[config.mk]
export PLATFORM = sky130hd
export DESIGN_NAME = suvt_cell
export DESIGN_NICKNAME = d
export VERILOG_FILES = /design/src/hw/rtl/suvt_pkg.sv /design/src/hw/rtl/suvt_cell.sv
export SDC_FILE = /design/constraint.sdc
export NUM_CORES = 1
export LEC_CHECK = 0
export BUFFER_PORTS_ARGS = -buffer_cell sky130_fd_sc_hd__buf_4
export CORE_MARGIN = 2
export CORE_UTILIZATION = 53
export CTS_CLUSTER_DIAMETER = 60
export DETAILED_ROUTE_END_ITERATION = 6
export PLACE_DENSITY = 0.83
export SYNTH_ARGS = -nofsm -noshare
export SYNTH_HDL_FRONTEND = slang
export SYNTH_SLANG_ARGS = --single-unit
export TNS_END_PERCENT = 10
[constraint.sdc]
create_clock -name clk_i -period 6.7 [get_ports clk_i]
set_input_delay 1.34 -clock clk_i [delete_from_list [all_inputs] [get_ports clk_i]]
set_output_delay 1.34 -clock clk_i [all_outputs]
set_load 0.02 [all_outputs]
[src/hw/rtl/suvt_pkg.sv]
package suvt_pkg;

  localparam int unsigned Capacity = 64;
  localparam int unsigned IdxW     = $clog2(Capacity);
  localparam int unsigned CntW     = $clog2(Capacity + 1);
  localparam int unsigned DataW    = 32;
  localparam int unsigned TolW     = 31;
  localparam int unsigned RdIdxW   = 6;
  localparam int unsigned SlotW    = 7;
  localparam int unsigned SelW     = (CntW > RdIdxW) ? CntW : RdIdxW;
  localparam logic [TolW-1:0] TolReset = TolW'(7);

  typedef enum logic [1:0] {
    FUNC_INSERT = 2'd0,
    FUNC_READ   = 2'd1,
    FUNC_CLEAR  = 2'd2
  } func_e;

  typedef enum logic [2:0] {
    STAT_INSERTED  = 3'd0,
    STAT_DUPLICATE = 3'd1,
    STAT_FULL      = 3'd2,
    STAT_READ_OK   = 3'd3,
    STAT_READ_OOR  = 3'd4,
    STAT_CLEARED   = 3'd5
  } status_e;

  typedef enum logic {
    ST_IDLE,
    ST_EVAL
  } state_e;

  typedef struct packed {
    logic              capture;
    logic              insert;
    logic [DataW-1:0]  cmp_value;
    logic [DataW-1:0]  ins_value;
    logic [TolW-1:0]   tolerance;
  } cell_ctrl_t;

  // lowest set position, Capacity when none
  function automatic logic [CntW-1:0] first_set(logic [Capacity-1:0] vec);
    logic [CntW-1:0] r;
    r = CntW'(Capacity);
    for (int i = Capacity - 1; i >= 0; i--) begin
      if (vec[i]) begin
        r = CntW'(i);
      end
    end
    return r;
  endfunction

endpackage

[src/hw/rtl/suvt_cell.sv]
module suvt_cell (
  input  logic                             clk_i,
  input  suvt_pkg::cell_ctrl_t             ctrl_i,
  input  logic                             valid_i,
  input  logic                             prev_le_i,
  input  logic [suvt_pkg::DataW-1:0]       prev_value_i,
  output logic [suvt_pkg::DataW-1:0]       value_o,
  output logic                             le_o,
  output logic                             match_o
);
  import suvt_pkg::*;

  logic [DataW-1:0]  value_q, value_d;
  logic              le_q, match_q;
  logic signed [DataW:0] diff;
  logic [DataW:0]    abs_diff;
  logic              near, le_now;

  always_comb begin
    diff     = $signed({ctrl_i.cmp_value[DataW-1], ctrl_i.cmp_value})
             - $signed({value_q[DataW-1], value_q});
    abs_diff = diff[DataW] ? (DataW+1)'(-diff) : (DataW+1)'(diff);
    near     = abs_diff <= {2'b00, ctrl_i.tolerance};
    le_now   = $signed(value_q) <= $signed(ctrl_i.cmp_value);
  end

  // entries at or below the new value stay; the first larger one takes it
  always_comb begin
    value_d = value_q;
    if (ctrl_i.insert && !le_q) begin
      value_d = prev_le_i ? ctrl_i.ins_value : prev_value_i;
    end
  end

  always_ff @(posedge clk_i) begin
    value_q <= value_d;
    if (ctrl_i.capture) begin
      le_q    <= valid_i & le_now;
      match_q <= valid_i & near;
    end
  end

  assign value_o = value_q;
  assign le_o    = le_q;
  assign match_o = match_q;

endmodule

==> impl_results.md <==
- Synthesized instance count: between 600 and 700
- Syn Area/Cell: 8.07 sq um
- Top cell family by delay on the critical path: simple AND/OR/NAND/NOR gates
- Peak VDD IR: between 100 and 150 uV
- Via-to-Cell Ratio: 5.70
- Final setup vio count: 0
- RePlAce Congestion: between 0.8 and 0.9
- Psw: 446 uW
- Final ANT Viol Nets: 0
- Ys async rst share: 0
- First-pass GRT wire length: around 22 mm
- Ratio of cells with drive above 1 in the final layout: 0.283
- Post-layout min period: 6.28 ns
- Core Box Area: approximately 9000 sq um
- Leak Pwr: roughly 3.1 nW
- Nets: between 900 and 1000
- Status: finished, final reports clean
- DRT Pass-1 Iters: 5
- Final Hold Viols: 0
- Max-slew violations: 0
- Clk pwr share: 0.147
- Setup TNS: 0 ns
- Worst EP required: slightly below 7 ns
- Power Internal: between 600 and 700 uW
- RSZ-0062 raised after global routing: no
- MaxCap Viol Count: 0
- Sequential area share after synthesis: 0.203
- Resized cells post-CTS: 0
- Post-CTS Setup Bufs: 0
- Die area: 10300 sq um
- Yosys Warn Count: 0
- DPL Wire Length: ~11 mm
- Levels on crit path: 22
- Slew headroom: 0.586
- TritonCTS clock tree: done
- Worst path cell trace: buf_4, inv_1, ha_1, fa_1, and2b_1, o22ai_2, xnor2_1, or4_1, or2_1, or3_1, and4bb_2, and4bb_1, a31oi_1, xnor2_1, ha_1, nand4_1, nor2_1, a2111oi_0, o211ai_1, a21oi_1, o21ai_0, a221oi_2
- Primary FF master, synth: edfxtp_1
- Fmax: ~160 MHz
- Chip width: 101 microns
- CP Launch Type: input port
- Clk_skew: ~0.012 ns
- WP buf/inv: 2
- Routed vias: 5184
- P&R area growth vs syn: 28.5%
- Mapped cell area: between 5000 and 6000 sq um
- Post-Syn Nets: 820
- Final wirelength: roughly 14 mm
- Row cnt: 35
- Die Y: 101 microns
- Final Non-Filler Cells: slightly above 900
- Hold-fix buffers at CTS: 0
- Most common cell after layout, fill and taps aside: buf_4
- CTS sink cnt: 34
- CP max stage cell: or4_1
- Worst hold path depth: 2
- Number of synthesized flops with an enable pin: 34
- Commonest non-fill, non-tap cells in the layout: buf_4 (168), inv_1 (72), ha_1 (64)
- DRC: 0
- CP Capture Type: flop
- GR Overflow Total: 0
- PwrDens: roughly 170 nW/um^2
- Inserted Clock Buffers: 5
- Clk Latency, worst-skew pair: roughly 0.30 ns
- Initial core utilization: 0.544
- IO Pins: 166
- DRT iter0 DRCs: roughly 360
- Clock root buffer: clkbuf_8
- Worst-path clk slew: ~0.090 ns
- CTS max path bufs: 2
- Synth cell types: 67
- H-tree Lvls: 2
- Sequential power share: 0.244
- Crit Path Category: input port to flop
- Worst Reg-to-Reg Cells: 20
- Worst-Margin Slew: between 0.6 and 0.7 ns
- Port bufs: roughly 170
- Wire per inst: approximately 15 microns
- Total Routing Usage GR: 0.264
- Pin count of the biggest net entering global routing: 33
- Sw Share: 0.418
- CP max stage delay: approximately 0.55 ns
- Initial antenna violation count: 0
- Vias in the first global route: between 4000 and 5000
- Fill cell total of the finished layout: 762
- Ant diodes: 0
- CP arrival: 6.42 ns
- Hold WC Path Type: flop to flop
- Crit share post-route: 0.938
- Register bit count reported by yosys: 34
- Dpl cells: ~900
- Crit-path max FO: 5
- Comb power frac: 0.610
## sequential cells by signal (all words and copies together) (netlist names)
name	count
value_o	32
le_o	1
match_o	1
## cell families (layout without fill, tap and decap cells)
logic type | Yosys count | count (layout) | share of synthesized area
flip-flops | 34 | 34 | 0.203
buffers and inverters | 90 | 248 | 0.0680
AND/OR/NAND/NOR | 179 | 179 | 0.184
adder cells (fa/ha/maj) | 65 | 65 | 0.163
AO/OA/AOI/OAI | 172 | 172 | 0.221
multiplexers | 32 | 32 | 0.0717
XOR/XNOR | 51 | 51 | 0.0889
## metal layers
| layer | GRT usage | routed length (microns) |
|---|---|---|
| met3 | 0.0504 | 917 |
| met5 | 0 | 0 |
| met1 | 0.347 | 5940 |
| met4 | 0.0884 | 377 |
| met2 | 0.436 | 6370 |
## area by class of cell
type | instances | area [sq um] | share of cell area
Clock buffer | 5 | 68.8 | 0.0107
Clock inverter | 3 | 11.3 | 0.00174
Inverter | 72 | 270 | 0.0418
Multi-Input combinational cell | 499 | 3670 | 0.567
Sequential cell | 34 | 1020 | 0.158
Tap cell | 129 | 161 | 0.0250
Timing Repair Buffer | 168 | 1260 | 0.195
## power by group through the flow
stage	sequential (mW)	clock (mW)	combinational, mW
3_3_place_gp	0.264	0	0.615
4_1_cts	0.260	0.155	0.645
6_report	0.260	0.157	0.650
3_5_place_dp	0.265	0	0.642
2_1_floorplan	0.281	0	0.435
5_1_grt	0.262	0.165	0.725
## worst paths after layout
kind / startpoint / slack [ns] / end
max: ctrl_i[63] / 0.42 / match_o
min: le_o / 0.91 / value_o[29]
max reg2reg: value_o[0] / 1.15 / match_o
min reg2reg: le_o / 0.91 / value_o[29]
## stage by stage
step                      area, sq um  worst slack [ns]  hold WS (ns)  total power [mW]  utilization
after floorplan                  5030             0.795          1.08             0.716            -
after global placement           6380             0.426         0.858             0.879        0.690
after detailed placement         6380             0.172         0.898             0.907        0.690
after CTS                        6460             0.453         0.917              1.06        0.699
after global routing             6460            0.0807         0.957              1.15        0.699
final                            6460             0.415         0.906              1.07        0.699
## worst reg2reg max path, stage by stage (launching register included)
cell and delay, ns:
edfxtp_1 0.40, ha_1 0.23, fa_1 0.40, and2b_1 0.28, o22ai_2 0.10, xnor2_1 0.18, or4_1 0.55, or2_1 0.26
or3_1 0.44, and4bb_2 0.38, and4bb_1 0.31, a31oi_1 0.12, xnor2_1 0.21, ha_1 0.28, nand4_1 0.12, nor2_1 0.07
a2111oi_0 0.39, o211ai_1 0.15, a21oi_1 0.18, o21ai_0 0.14, a221oi_2 0.18
## Yosys cell counts (all sizes together) (3+ instances only)
cell / number / area share
nand2b: 7 / 0.0087
buf: 5 / 0.0042
nand4: 13 / 0.016
a21o: 13 / 0.019
o2111ai: 4 / 0.0070
o21bai: 3 / 0.0045
o22ai: 3 / 0.0050
a211oi: 4 / 0.0060
and4bb: 3 / 0.0082
nor3: 9 / 0.0090
nand2: 46 / 0.034
a31oi: 5 / 0.0062
nand3: 14 / 0.014
o211ai: 5 / 0.0075
xnor2: 30 / 0.052
o21ai: 39 / 0.039
mux2: 32 / 0.072
a21oi: 56 / 0.056
edfxtp: 34 / 0.20
or4: 6 / 0.0097
or2: 7 / 0.0092
inv: 72 / 0.054
or3: 4 / 0.0050
nor2: 41 / 0.031
ha: 64 / 0.16
clkbuf: 13 / 0.010
o211a: 3 / 0.0060
a31o: 4 / 0.0070
o21a: 9 / 0.013
and3: 9 / 0.011
nor2b: 9 / 0.011
o31ai: 4 / 0.0060
xor2: 21 / 0.037
No activity file was read; power rests on OpenSTA's default activity.
